## config.mk

```make
export PLATFORM = sky130hd
export DESIGN_NAME = base32_byte_encoder
export DESIGN_NICKNAME = d
export VERILOG_FILES = /design/src/hw/rtl/b32enc_pkg.sv /design/src/hw/rtl/b32enc_front.sv /design/src/hw/rtl/b32enc_queue.sv /design/src/hw/rtl/b32enc_back.sv /design/src/hw/rtl/base32_byte_encoder.sv
export SDC_FILE = /design/constraint.sdc
export NUM_CORES = 1
export LEC_CHECK = 0
export ABC_AREA = 1
export BUFFER_PORTS_ARGS = -buffer_cell sky130_fd_sc_hd__buf_2
export CAP_MARGIN = 25
export CORE_AREA = 3 3 91 93
export DETAILED_ROUTE_END_ITERATION = 10
export DIE_AREA = 0 0 94 96
export GPL_TIMING_DRIVEN = 0
export PLACE_DENSITY_LB_ADDON = 0.2
export SYNTH_ARGS = -nofsm -noshare
export SYNTH_HDL_FRONTEND = slang
export SYNTH_SLANG_ARGS = --single-unit
```

## constraint.sdc

```tcl
create_clock -name clock -period 5.19 [get_ports clock]
set_input_delay 1.2975 -clock clock [delete_from_list [all_inputs] [get_ports clock]]
set_output_delay 1.2975 -clock clock [all_outputs]
set_load 0.02 [all_outputs]
```

## src/hw/rtl/b32enc_pkg.sv

```systemverilog
// b32enc_pkg: shared types, constants and the character table of the base32 encoder
// no dependencies; used by every module under hw/rtl
`timescale 1ns / 1ps
package b32enc_pkg;

   localparam int unsigned QUEUE_DEPTH = 2;
   localparam int unsigned QPTR_W      = $clog2(QUEUE_DEPTH);
   localparam int unsigned QCNT_W      = $clog2(QUEUE_DEPTH + 1);
   localparam int unsigned MAX_CHARS   = 8;

   localparam logic [6:0] PAD_CHAR = 7'd61;

   // one accepted byte, worked out into the characters it causes
   typedef struct packed {
      logic [4:0] sym0;
      logic [4:0] sym1;
      logic [4:0] sym2;    // flush symbol on the last byte
      logic [1:0] nsym;    // symbols from the table, 1..3
      logic [2:0] tot_m1;  // symbols plus padding, minus one
      logic       last;
   } job_type;

   typedef struct packed {
      logic full;
      logic empty;
   } queue_status_type;

   function automatic logic [6:0] b32_char(input logic [4:0] sym);
      logic [6:0] ch;
      if (sym < 5'd26) begin
         ch = 7'd65 + {2'b00, sym};
      end else begin
         ch = 7'd24 + {2'b00, sym};  // 26 maps to '2' (50)
      end
      return ch;
   endfunction

endpackage

```

## src/hw/rtl/b32enc_front.sv

```systemverilog
// b32enc_front: takes bytes, keeps the leftover bits and group position, builds jobs
// depends on b32enc_pkg
`timescale 1ns / 1ps
module b32enc_front
   import b32enc_pkg::*;
(
   input  logic       clock,
   input  logic       reset,
   input  logic       csr_write_enable,
   input  logic       csr_write_data,
   input  logic       accept,
   input  logic [7:0] data_byte,
   input  logic       last_byte,
   output job_type    job
);

   logic [3:0]  left_bits_ff, left_bits_in;
   logic [2:0]  left_cnt_ff, left_cnt_in;
   logic [2:0]  group_pos_ff, group_pos_in;
   logic        pad_en_ff;

   logic [11:0] buf_w;
   logic        two;
   logic [2:0]  rem;
   logic [1:0]  nsym;
   logic [2:0]  pos_after;
   logic [2:0]  pads;
   logic [3:0]  total;
   logic [3:0]  avail;

   always_comb begin
      buf_w = {left_bits_ff, data_byte};
      two   = (left_cnt_ff >= 3'd2);
      rem   = two ? (left_cnt_ff - 3'd2) : (left_cnt_ff + 3'd3);

      job.sym0 = 5'(buf_w >> (left_cnt_ff + 3'd3));
      // with only one full symbol the flush symbol takes the second slot
      job.sym1 = two ? 5'(buf_w >> (left_cnt_ff - 3'd2)) : 5'(buf_w << (3'd5 - rem));
      job.sym2 = 5'(buf_w << (3'd5 - rem));

      nsym = 2'd1 + {1'b0, two} + {1'b0, (last_byte && (rem != 3'd0))};
      pos_after = group_pos_ff + {1'b0, nsym};
      pads = (last_byte && pad_en_ff) ? (3'd0 - pos_after) : 3'd0;
      // never more than eight characters for one byte
      avail = 4'(MAX_CHARS) - {2'b00, nsym};
      if ({1'b0, pads} > avail) begin
         pads = avail[2:0];
      end
      total = {2'b00, nsym} + {1'b0, pads};

      job.nsym   = nsym;
      job.tot_m1 = 3'(total - 4'd1);
      job.last   = last_byte;

      left_bits_in = buf_w[3:0] & 4'((5'd1 << rem) - 5'd1);
      left_cnt_in  = rem;
      group_pos_in = pos_after;
      if (last_byte) begin
         left_bits_in = 4'd0;
         left_cnt_in  = 3'd0;
         group_pos_in = 3'd0;
      end
   end

   always_ff @(posedge clock) begin
      if (reset) begin
         left_bits_ff <= 4'd0;
         left_cnt_ff  <= 3'd0;
         group_pos_ff <= 3'd0;
         pad_en_ff    <= 1'b1;
      end else begin
         if (accept) begin
            left_bits_ff <= left_bits_in;
            left_cnt_ff  <= left_cnt_in;
            group_pos_ff <= group_pos_in;
         end
         if (csr_write_enable) begin
            pad_en_ff <= csr_write_data;
         end
      end
   end

endmodule

```

## src/hw/rtl/b32enc_queue.sv

```systemverilog
// b32enc_queue: short job queue between front and back, first word shown ahead
// depends on b32enc_pkg
`timescale 1ns / 1ps
module b32enc_queue
   import b32enc_pkg::*;
(
   input  logic             clock,
   input  logic             reset,
   input  logic             push,
   input  job_type          push_job,
   input  logic             pop,
   output job_type          head_job,
   output queue_status_type status
);

   job_type             entry_ff [QUEUE_DEPTH];
   logic [QPTR_W-1:0]   wr_ptr_ff, rd_ptr_ff;
   logic [QCNT_W-1:0]   count_ff;
   logic                do_push, do_pop;

   assign status.full  = (count_ff == QCNT_W'(QUEUE_DEPTH));
   assign status.empty = (count_ff == '0);
   assign do_push      = push && !status.full;
   assign do_pop       = pop && !status.empty;
   assign head_job     = entry_ff[rd_ptr_ff];

   function automatic logic [QPTR_W-1:0] next_ptr(input logic [QPTR_W-1:0] p);
      logic [QPTR_W-1:0] n;
      if (p == QPTR_W'(QUEUE_DEPTH - 1)) begin
         n = '0;
      end else begin
         n = p + 1'b1;
      end
      return n;
   endfunction

   always_ff @(posedge clock) begin
      if (do_push) begin
         entry_ff[wr_ptr_ff] <= push_job;
      end
   end

   always_ff @(posedge clock) begin
      if (reset) begin
         wr_ptr_ff <= '0;
         rd_ptr_ff <= '0;
         count_ff  <= '0;
      end else begin
         if (do_push) begin
            wr_ptr_ff <= next_ptr(wr_ptr_ff);
         end
         if (do_pop) begin
            rd_ptr_ff <= next_ptr(rd_ptr_ff);
         end
         case ({do_push, do_pop})
            2'b10:   count_ff <= count_ff + 1'b1;
            2'b01:   count_ff <= count_ff - 1'b1;
            default: count_ff <= count_ff;
         endcase
      end
   end

endmodule

```

## src/hw/rtl/b32enc_back.sv

```systemverilog
// b32enc_back: walks each job one character per cycle into the output register while rsp_stall is low
// depends on b32enc_pkg
`timescale 1ns / 1ps
module b32enc_back
   import b32enc_pkg::*;
(
   input  logic       clock,
   input  logic       reset,
   input  job_type    head_job,
   input  logic       head_valid,
   output logic       pop,
   output logic       rsp_valid,
   input  logic       rsp_stall,
   output logic [6:0] rsp_out_char,
   output logic       rsp_out_last
);

   logic [2:0] idx_ff;
   logic       valid_ff;
   logic [6:0] char_ff;
   logic       last_ff;
   logic       load;
   logic       at_end;
   logic [4:0] sym;

   assign load   = head_valid && (!valid_ff || !rsp_stall);
   assign at_end = (idx_ff == head_job.tot_m1);
   assign pop    = load && at_end;

   always_comb begin
      case (idx_ff[1:0])
         2'd0:    sym = head_job.sym0;
         2'd1:    sym = head_job.sym1;
         default: sym = head_job.sym2;
      endcase
   end

   always_ff @(posedge clock) begin
      if (reset) begin
         idx_ff   <= 3'd0;
         valid_ff <= 1'b0;
      end else if (load) begin
         valid_ff <= 1'b1;
         idx_ff   <= at_end ? 3'd0 : (idx_ff + 3'd1);
      end else if (!rsp_stall) begin
         valid_ff <= 1'b0;
      end
   end

   // payload needs no reset
   always_ff @(posedge clock) begin
      if (load) begin
         char_ff <= (idx_ff < {1'b0, head_job.nsym}) ? b32_char(sym) : PAD_CHAR;
         last_ff <= head_job.last && at_end;
      end
   end

   assign rsp_valid    = valid_ff;
   assign rsp_out_char = char_ff;
   assign rsp_out_last = last_ff;

endmodule

```

## src/hw/rtl/base32_byte_encoder.sv

```systemverilog
// channel | direction | handshake          | payload
// req_    | in        | req_valid/req_stall | req_data_byte[7:0], req_last_byte
// rsp_    | out       | rsp_valid/rsp_stall | rsp_out_char[6:0], rsp_out_last
// csr_    | in        | csr_write_enable    | csr_write_data (pad enable)
//
// one character leaves per cycle while rsp_stall is low; a byte gives one or two characters,
// two to eight on the last byte of a message (flush symbol and padding)
// a byte is taken in any cycle the two-entry job queue is not full
// an rsp_stall holds the output register; the front keeps filling the queue
// reset is synchronous; pad enable resets to one, all message state to zero
// depends on b32enc_pkg, b32enc_front, b32enc_queue, b32enc_back
`timescale 1ns / 1ps
module base32_byte_encoder
   import b32enc_pkg::*;
(
   input  logic       clock,
   input  logic       reset,
   input  logic       csr_write_enable,
   input  logic       csr_write_data,
   input  logic       req_valid,
   output logic       req_stall,
   input  logic [7:0] req_data_byte,
   input  logic       req_last_byte,
   output logic       rsp_valid,
   input  logic       rsp_stall,
   output logic [6:0] rsp_out_char,
   output logic       rsp_out_last
);

   job_type          new_job, head_job;
   queue_status_type qstat;
   logic             accept;
   logic             pop;

   assign req_stall = qstat.full;
   assign accept    = req_valid && !req_stall;

   b32enc_front u_front (
      .clock            (clock),
      .reset            (reset),
      .csr_write_enable (csr_write_enable),
      .csr_write_data   (csr_write_data),
      .accept           (accept),
      .data_byte        (req_data_byte),
      .last_byte        (req_last_byte),
      .job              (new_job)
   );

   b32enc_queue u_queue (
      .clock    (clock),
      .reset    (reset),
      .push     (accept),
      .push_job (new_job),
      .pop      (pop),
      .head_job (head_job),
      .status   (qstat)
   );

   b32enc_back u_back (
      .clock        (clock),
      .reset        (reset),
      .head_job     (head_job),
      .head_valid   (!qstat.empty),
      .pop          (pop),
      .rsp_valid    (rsp_valid),
      .rsp_stall    (rsp_stall),
      .rsp_out_char (rsp_out_char),
      .rsp_out_last (rsp_out_last)
   );

   // nothing is shown in the cycle after reset
   a_reset_quiet: assert property (@(posedge clock) $past(reset) |-> !rsp_valid)
      else $error("result valid straight after reset");

   a_queue_status: assert property (@(posedge clock) disable iff (reset)
      !(qstat.full && qstat.empty))
      else $error("queue both full and empty");

   // every character shown is from the alphabet or padding
   a_legal_char: assert property (@(posedge clock) disable iff (reset)
      rsp_valid |-> ((rsp_out_char >= 7'd65 && rsp_out_char <= 7'd90) ||
                     (rsp_out_char >= 7'd50 && rsp_out_char <= 7'd55) ||
                     (rsp_out_char == PAD_CHAR)))
      else $error("illegal output character");

endmodule
```

Yosys cells after proc, flatten, opt, wreduce, memory -nomap -nowiden:

Memories as Yosys holds them, arrays and structs flattened. A register that Yosys moved wholly into a read port is not among the register bits.
Cells that the tools add are included.

* $add $sub $neg: 18
* $lt $le $gt $ge: 4
* eq/ne operators: 6
* shift operators: 4
* multiplexer cells: 19
* bitwise operators: 1
* reductions and logical operators: 17

Operators by type and width (number)
* $shr A12 B3 Y5: 2
* $mux W3: 6
* $shl A12 B3 Y5: 1
* $pmux W5 S2: 1
* $logic_and A1 B1 Y1: 8
* $mux W1: 8
* $add A7 B5 Y7 const A: 1
* $mux W7: 1
* $add A5 B5 Y6 const A: 1
* $lt A5 B5 Y1 const B: 1
* $mux W5: 1
* $and A4 B4 Y4: 1
* $eq A2 B1 Y1 const B: 2
* $eq A2 B2 Y1 const B: 2
* $gt A3 B4 Y1: 1
* $logic_not A1 Y1: 4
* $logic_not A2 Y1: 2
* $mux W4: 1
* $pmux W2 S2: 1
* $shl A1 B3 Y4 const A: 1
* $sub A4 B1 Y4 const B: 1
* $sub A4 B2 Y4 const A: 1
* $add A2 B3 Y3: 1
* $add A3 B1 Y3 const B: 1
* 18 further kinds: 19

* flip-flop bits (word level): 27
* memory bits (writable): 42
* input port bits: 15
* output and inout port bits: 10
* word-level logic and storage cells: 81
* memories: 1

Memory list
* u_queue.entry_ff: depth 2, width 21, rd ports 1, clocked after Yosys merged registers in 1, wr ports 1, RTL line b32enc_queue.sv:16 `job_type entry_ff [QUEUE_DEPTH];`

Logic depth before layout (Yosys ltp):

Gate-level depths: netlist (run 1).

* depth in word-level cells: 12
* mapped depth: 30
* depth with buffers taken out: 28

Hierarchy:

A second synthesis (run 1) with hierarchy kept.

* cell total of the unflattened synthesis: 472
* area, all modules: 4216.5 um^2

Modules (own cells, without submodules)
* b32enc_queue: times used 1, cells each 105, area an instance 1863.0 um^2, seq. area each 1361.3 um^2
* b32enc_front: times used 1, cells each 264, area an instance 1572.8 um^2, seq. area each 220.2 um^2
* b32enc_back: times used 1, cells each 100, area an instance 767.0 um^2, seq. area each 320.3 um^2
* base32_byte_encoder: times used 1, cells each 3, area an instance 13.8 um^2, seq. area each 0.0 um^2

Worst setup path after synthesis (run 1):

No wires, ideal clock.

* path type: reg2reg
* from: register u_front.left_cnt_ff[1]
* to: memory u_queue.entry_ff[0][3] in the netlist's numbering (data pin)
* library setup time: 0.265 ns
* arrival: 4.326 ns
* required time: 4.925 ns
* slack: 0.599 ns
* stages on the path, launching flop included: 28
* path buffers: 2
* period minus slack after synthesis: 4.591 ns
* cell sequence: dfxtp_1 > buf_2 > inv_1 > clkbuf_1 > ha_1 > inv_2 > a21oi_4 > nand2_2 > nand2_4 > nand3_4 > nand2_2 > ha_1 > fa_1 > ha_1 > nand2_1 > inv_1 > ha_1 > inv_1 > nor2_1 > nor3_1 > nand2_1 > nand2_1 > nand2_1 > ha_1 > inv_1 > ha_1 > xnor2_1 > xor2_1

RTL lines
* from (decl): RTL line b32enc_front.sv:18 `logic [2:0] left_cnt_ff, left_cnt_in;`
* from (signal assigned): RTL line b32enc_front.sv:74 `left_cnt_ff <= left_cnt_in;`
* to (decl): RTL line b32enc_queue.sv:16

==> flow_results.org, run 1 <==
** STA
- For the final routed database, the setup TNS stands at 0 ns.
- Max-Slew Margin vs Limit :: 0.621
- Final setup viols :: 0
- Achievable Freq :: 0.205 GHz
- The number of max-slew violations in the final report is 0.
- In the finished design, the share of the clock period the worst path needs comes to 0.941.
- The final hold violation count is 0.
- Final Skew :: 0.0175 ns
- The clock period could shrink to 4.88 ns.
- Worst-margin pin slew :: 0.567 ns

** Placed design
- After detailed placement, the design holds a cell count of 602.
- Final Wtd Congestion :: 0.899
- Detailed placement ended at an HPWL of 7050 um.
- Buffers placed on the I/O ports in this run total 24.

** Power and ir drop
- After layout, the design draws a total of 0.00264 W.
- Pwr dens :: 567 nW/um2
- The worst-case IR drop observed on VDD is 0.208 mV.
- For this design the static power due to leakage is 2.00 nW.

** Cells and area
- After the last flow step, the layout net total stands at 548.
- 0 antenna diodes ended up in the layout.
- Measured on the finished design, the core utilization comes to 0.612.
- Area used by multi-input combinational logic :: 1970 um2
- Fraction of final layout cells with drive strength greater than 1 :: 0.207
- Final cell count without fillers :: 619
- Relative to the synthesized area, the layout overhead comes to 12.5%.
- Across the whole layout, storage elements account for 1900 um2.
- Number of filler cells placed in the layout :: 657

** Logic synthesis
- A synthesized cell averages 8.72 um2.
- Summed over all instances, the cell type with the most area after synthesis is edfxtp_1.
- Total number of yosys warnings :: 0
- Top area cells in the synthesized netlist :: edfxtp_1, nand2_1, dfxtp_1
- Counting flops with a built-in enable in the synthesized netlist gives 50.
- Top-area cell type share of the netlist area :: 0.363
- Number of nets produced by synthesis :: 510
- Of all flip-flops after synthesis, the portion carrying an async set or reset was 0.
- Synthesis-stage register bit count :: 70
- Register area share after synthesis :: 0.460
- The mapped netlist covers 4140 um2.
- The synthesized netlist contains 49 unique library cells.
- Post-Synthesis Cells :: 474
- For this run, the leading register cell type out of synthesis is edfxtp_1.

** Critical path
- The worst register-to-register path ends at u_queue.entry_ff[1][3].
- Worst endpoint data arrival time :: 4.97 ns
- The startpoint identified for the worst register-to-register timing path is u_front.left_cnt_ff[0].
- In this design, the stage delay of the slowest critical-path cell is 0.46 ns.
- In this run the number of cells on the critical path is 29.
- The critical path is of the register to register type.
- Element type at the critical path start :: register
- Counting both buffers and inverters, the worst setup path holds a total of 6.
- Master of the slowest instance on the critical path :: fa_1
- The critical path ends at u_queue.entry_ff[1][3].
- In this run the register-to-register setup slack is 0.31 ns.
- Critical Path Sink Type :: register
- Worst-case reg-to-reg path depth :: 29
- STA puts the critical path data required time at 5.28 ns.
- The kind of cell with the highest combined delay along the critical path is adder cells.
- Top cell by count, worst path :: nand2_1
- Startpoint of the most critical setup path :: u_front.left_cnt_ff[0]
- In this run the worst path has a maximum fanout of 11.

** CTS
- The H-tree was split into 3 levels.
- CTS tree :: built
- Worst-path clk slew :: 0.08 ns
- CTS root buffer :: clkbuf_8
- TritonCTS Buffers :: 9
- Insertion delay of the later-clocked pin in the worst-skew pair :: 0.35 ns
- Largest buffer count on any clock path :: 2
- Number of sinks handled by clock tree synthesis :: 70

** Global routing
- The first global-routing pass estimated 15000 um of wire.
- Initial antenna violation count :: 0
- Entering global routing, the biggest net connects 19 pins.
- The total overflow left after global routing is 0.
- The via count of the first global-routing pass was 3130.
- Overall Global Routing Usage :: 0.216

** Floorplan
- The die is 96 um tall.
- In this run the horizontal extent of the chip is 94 um.
- Total number of placement rows :: 32
- The die covers 9020 um2.
- For this design the top-level I/O count stands at 25.
- Std-Cell Core Area :: 7610 um2
- Initial core utilization :: 0.544

** Drt
- The first routing iteration left 107 violations.
- Total iterations of the first detailed-routing run :: 4
- Final wirelength :: 9050 um
- Dividing the detail-routed via count by the number of cells gives 5.24.
- Number of nets with antenna violations after routing :: 0
- Via count :: 3241
- In the final routed layout, each cell accounts on average for 14.6 um.
- After detailed routing, the number of remaining DRC violations is 0.

** Outcome
- The flow ran to the end, and the final reports show no timing, DRC or antenna violations.

** Hold path
- The tightest min-delay check is of the register to register type.

** Job
- Max-cap violations in this run came to 0.
==> synthesized netlist by cell type, types with 2 or more instances <==
cell        n
ha_1       20
buf_2       5
o21ai_0    26
or2_1       4
xnor2_1     2
nand3_2     3
nand3_1    31
clkbuf_1    4
nor2_4      3
nor2_1     33
nand2_4     3
a21oi_1    22
edfxtp_1   50
or2_2       2
nor3_2      2
o21ai_1    10
o22ai_1     4
inv_1      45
xor2_1      8
nor2_2      3
dfxtp_1    20
nand2_1   111
a21boi_0    3
o21ai_2     3
inv_2       9
o211ai_1    7
o21a_1      8
buf_6       3
nand2_2    10
==> worst min-delay path by stage <==
stage                        start             endpoint  slack [ns]  cells after the start
6_report         u_front.pad_en_ff    u_front.pad_en_ff        0.48                      2
5_1_grt           u_back.rsp_valid     u_back.rsp_valid        0.51                      2
4_1_cts          u_front.pad_en_ff    u_front.pad_en_ff        0.48                      2
3_5_place_dp     u_front.pad_en_ff    u_front.pad_en_ff        0.47                      2
3_3_place_gp   u_queue.count_ff[1]  u_queue.count_ff[1]        0.45                      1
2_1_floorplan  u_queue.count_ff[1]  u_queue.count_ff[1]        0.44                      1
==> layout by cell type (no fill, tap or decap), types with 4 or more instances in the layout <==
cell type and instances:
edfxtp_1 50, dfxtp_1 20, nand3_1 31, nor2_1 31, ha_1 18, or2_1 4
o22ai_1 4, inv_2 9, nor2_2 5, inv_1 44, nand2_2 10, nand2_1 111
o211ai_1 7, clkbuf_8 9, o21ai_0 26, xor2_1 8, buf_2 29, o21a_1 8
o21ai_1 10, a21oi_1 22
==> per-stage QoR <==
step / setup slack [ns] / cell area (um2) / hold slack, ns
floorplan: 0.599 / 4140 / 0.438
global placement: 0.140 / 4380 / 0.455
detailed placement: -0.0204 / 4420 / 0.467
CTS: 0.146 / 4620 / 0.485
global route: -0.0456 / 4650 / 0.512
finish: 0.306 / 4650 / 0.480
==> final cells by class <==
cell class	instances	share of cell area
repair buffers	28	0.0355
well taps	102	0.0274
flip-flops and latches	70	0.409
inverters	54	0.0444
clock inverters	7	0.0169
multi-input cells	337	0.424
clock buffers	9	0.0266
plain buffers	12	0.0167
==> worst register-to-register path, delay by kind of cell, from the launching register on <==
kind	cells	cell delay [ns]
xor+xnor	2	0.31
fa+ha+maj	6	1.78
buf+inv	6	0.73
flops	1	0.32
simple gates	15	1.49
==> state kept, by name, indices dropped and copies added, names as in the netlist, named ones only <==
register              count
u_front.left_cnt_ff       3
u_back.idx_ff             3
u_back.rsp_out_char       7
u_front.pad_en_ff         1
u_queue.wr_ptr_ff         1
u_queue.rd_ptr_ff         1
u_back.rsp_valid          1
u_queue.entry_ff         42
u_queue.count_ff          2
u_front.group_pos_ff      3
u_front.left_bits_ff      4
u_back.rsp_out_last       1
==> per-layer routing <==
layer | wire length, um | share of wire | vias up | global-route usage
met5 | 0 | 0 | - | 0
met4 | 178 | 0.020 | 0 | 0.0854
met3 | 297 | 0.033 | 15 | 0.0281
met2 | 4520 | 0.50 | 70 | 0.378
met1 | 4050 | 0.45 | 1488 | 0.273
li1 | - | - | 1668 | -
==> logic make-up (layout without fill, tap and decap cells) <==
family          after synthesis  in the layout  share of synthesized area
flops                        70             70                      0.460
fa+ha+maj                    21             21                     0.0654
xor+xnor                     11             11                     0.0251
simple gates                212            212                      0.241
compound gates               92             92                      0.138
mux                           1              1                    0.00242
buf+inv                      67            110                     0.0687
==> where the power goes <==
group          internal (W)  switching [W]  leakage, nW
combinational      0.000460       0.000841         1.26
sequential         0.000832      0.0000544        0.637
clock              0.000228       0.000221        0.101
total               0.00152        0.00112         2.00
==> what timing repair did <==
item                                    CTS  global route
pin swaps                                 0             1
endpoints found under the setup margin    2             2
buffers inserted                          0             2
gates resized for setup                   0             5
hold buffers                              0             0
(Power assumes the default switching activity.)
==> run 2: changes to the inputs <==
--- a/config.mk
+++ b/config.mk
@@ -6,12 +6,13 @@
 export NUM_CORES = 1
 export LEC_CHECK = 0
 export ABC_AREA = 1
-export BUFFER_PORTS_ARGS = -buffer_cell sky130_fd_sc_hd__buf_2
 export CAP_MARGIN = 25
 export CORE_AREA = 3 3 91 93
 export DETAILED_ROUTE_END_ITERATION = 10
 export DIE_AREA = 0 0 94 96
+export DONT_BUFFER_PORTS = 1
 export GPL_TIMING_DRIVEN = 0
+export HOLD_SLACK_MARGIN = 0.06
 export PLACE_DENSITY_LB_ADDON = 0.2
 export SYNTH_ARGS = -nofsm -noshare
 export SYNTH_HDL_FRONTEND = slang
==> constraint.sdc (replaced) <==
create_clock -name clock -period 5.19 [get_ports clock]
set_input_delay 1.2975 -clock clock [delete_from_list [all_inputs] [get_ports clock]]
set_output_delay 1.2975 -clock clock [all_outputs]
set_load 0.1 [all_outputs]
==> run 2 against run 1 <==
Non-clock buffer count decreased by 23. Clock-buffer cell count up 1. Core utilization is 1.1 points lower. Worst hold slack gained 0.016 ns. Largest cell class unchanged. Critical path depth is 4 lower. Highest routed layer unchanged. First-iteration DRC count up 27%. Wire length shrank 2.7%.
==> flow_results.org, run 2 (synthesis results as in run 1) <==
** Outcome
- Status :: completed

** Global routing
- The initial antenna violation count was 0.
- Overall Global Routing Usage :: 0.205
- Total grt overflow :: 0
- The via count of the first global-routing pass was 2969.
- Entering global routing, the biggest net connects 19 pins.
- Global-route wire length before repair :: 14200 um

** Cells and area
- Leaving out fill and tap cells, the most frequent cell in the layout is nand2_1.
- Nets@finish :: 525
- FF/Latch Area :: 1900 um2
- The register with the most flip-flops in the layout has 42 of them.
- At the end of the flow the core is filled with cells to 0.600.
- Commonest cells after routing, fill and taps aside :: nand2_1, edfxtp_1, inv_1
- Number of filler cells placed in the layout :: 655
- Register containing the most flip-flops in the final layout :: u_queue.entry_ff
- Synth-to-Final Area Change :: 10.4%
- Registers with the highest flip-flop counts :: u_queue.entry_ff (42), u_back.rsp_out_char (7), u_front.left_bits_ff (4)
- Fraction of final layout cells with drive strength greater than 1 :: 0.166
- Ant. Diodes :: 0
- Area used by multi-input combinational logic :: 1970 um2

** Drt
- Number of nets with antenna violations after routing :: 0
- After detailed routing, the average wire length per cell comes to 14.8 um.
- DRT iter0 DRCs :: 136
- The final layout contains routed wiring with a total length of 8800 um.
- Dividing the detail-routed via count by the number of cells gives 5.39.
- Total iterations of the first detailed-routing run :: 4
- For this run, design rule violations remaining after detail routing come to 0.
- Via count :: 3212

** STA
- The worst path needs 4.84 ns of the cycle, external delays included.
- Final setup viols :: 0
- Final Skew :: 0.0127 ns
- Achievable Freq :: 0.207 GHz
- The worst pin sits at a relative slew slack of 0.344.
- For the pin with the worst max-slew slack, the measured transition is 0.983 ns.
- The final hold violation count came to 0.
- The number of max-slew violations in the final report is 0.
- Of the available clock period, the critical path in the final layout requires 0.932.

** CTS
- CTS root buffer :: clkbuf_8
- CTS saw 70 sinks.
- The longest clock path from root to sink contains 2 buffers.
- TritonCTS created 9 clock buffers.
- CTS hold repair buffers :: 0
- Clock H-tree levels :: 3
- After clock tree synthesis, the clock-pin slew on the worst setup and hold paths is 0.08 ns.
- TritonCTS built the clock tree.
- At the later pin of the worst-skew pair, clock insertion delay measures 0.34 ns.

** Floorplan
- Total number of placement rows :: 32
- Measured along the x axis, the die boundary spans 94 um.
- Die ar. :: 9020 um2
- Pin placement for this block handled 25 I/O pins.
- The core region is 7610 um2.
- From bottom edge to top edge, the die measures 96 um.
- Initial core utilization :: 0.544

** Hold path
- In this run the worst hold path is classified as register to register.

** Power and ir drop
- Leakage component of the power :: 1.90 nW
- The design draws 0.00281 W.
- Pwr dens :: 615 nW/um2
- IR analysis of the VDD net gives a maximum drop of 0.195 mV.

** Critical path
- The worst setup path is launched from a register.
- The worst setup path is captured at a register.
- Data required time of the critical path :: 5.36 ns
- Along the worst path, the maximum fanout reaches 9.
- For this run, the slowest stage of the critical path takes 0.46 ns.
- The critical path in this run is classified as register to register.
- At the worst endpoint, the arrival time is 5.01 ns.
- Counting stages on the worst path, the most repeated cell is ha_1.
- Master of the slowest instance on the critical path :: fa_1

** Placed design
- Final Wtd Congestion :: 0.915
- Input and output buffers added on the ports amount to 0.
- The wire-length estimate of the detail-placed layout is 6690 um.

** Job
- Maxcap violations :: 0
-- run 2: cell type report --
class,instances,area share
timing repair buffer,5,0.0205
multi-input combinational,337,0.431
buffer,12,0.0175
sequential,70,0.416
inverter,54,0.0452
tap,102,0.0279
clock inverter,6,0.0137
clock buffer,10,0.0279
-- run 2: worst max-delay path, delay by kind of cell (launching register included) --
kind	cells	cell delay [ns]
adders and majority gates	7	2.08
xor gates and xnor gates	2	0.39
and+or+nand+nor	11	1.20
buffers and inverters	5	0.62
DFF	1	0.38
-- run 2: report_power, final --
part	switching [W]	total (W)	internal [W]
Clock	0.000204	0.000424	0.000220
Sequential	0.000316	0.00115	0.000836
Combinational	0.000789	0.00123	0.000444
Total	0.00131	0.00281	0.00150
-- run 2: metrics by stage --
| stage | worst slack [ns] | TNS (ns) | cell area, um2 | hold WS, ns | std cells |
|---|---|---|---|---|---|
| after global placement | 0.162 | 0 | 4260 | 0.454 | 576 |
| after global routing | -0.0449 | -0.0890 | 4570 | 0.506 | 596 |
| after floorplan | 0.599 | 0 | 4140 | 0.438 | 474 |
| after detailed placement | 0.0206 | 0 | 4360 | 0.472 | 580 |
| final | 0.354 | 0 | 4570 | 0.496 | 596 |
| after CTS | 0.125 | 0 | 4540 | 0.485 | 595 |
-- run 2: per-layer routing --
metal / global-route usage / up-vias / part of all wire
met1: 0.254 / 1506 / 0.44
met3: 0.0383 / 12 / 0.046
met2: 0.351 / 78 / 0.50
met5: 0 / - / 0
met4: 0.0854 / 0 / 0.016
li1: - / 1616 / -
-- run 2: final timing paths --
check | start | end | slack (ns) | cells after the start
hold / removal | u_front.pad_en_ff | u_front.pad_en_ff | 0.50 | 2
setup / recovery | u_front.left_cnt_ff[1] | u_queue.entry_ff[0][3] | 0.35 | 25
hold reg to reg | u_front.pad_en_ff | u_front.pad_en_ff | 0.50 | 2
setup reg to reg | u_front.left_cnt_ff[1] | u_queue.entry_ff[0][3] | 0.35 | 25
-- run 2: what timing repair did --
item	CTS	global route
resized for setup	0	6
pin swaps	0	1
setup buffers	0	1
setup endpoints to repair	2	2
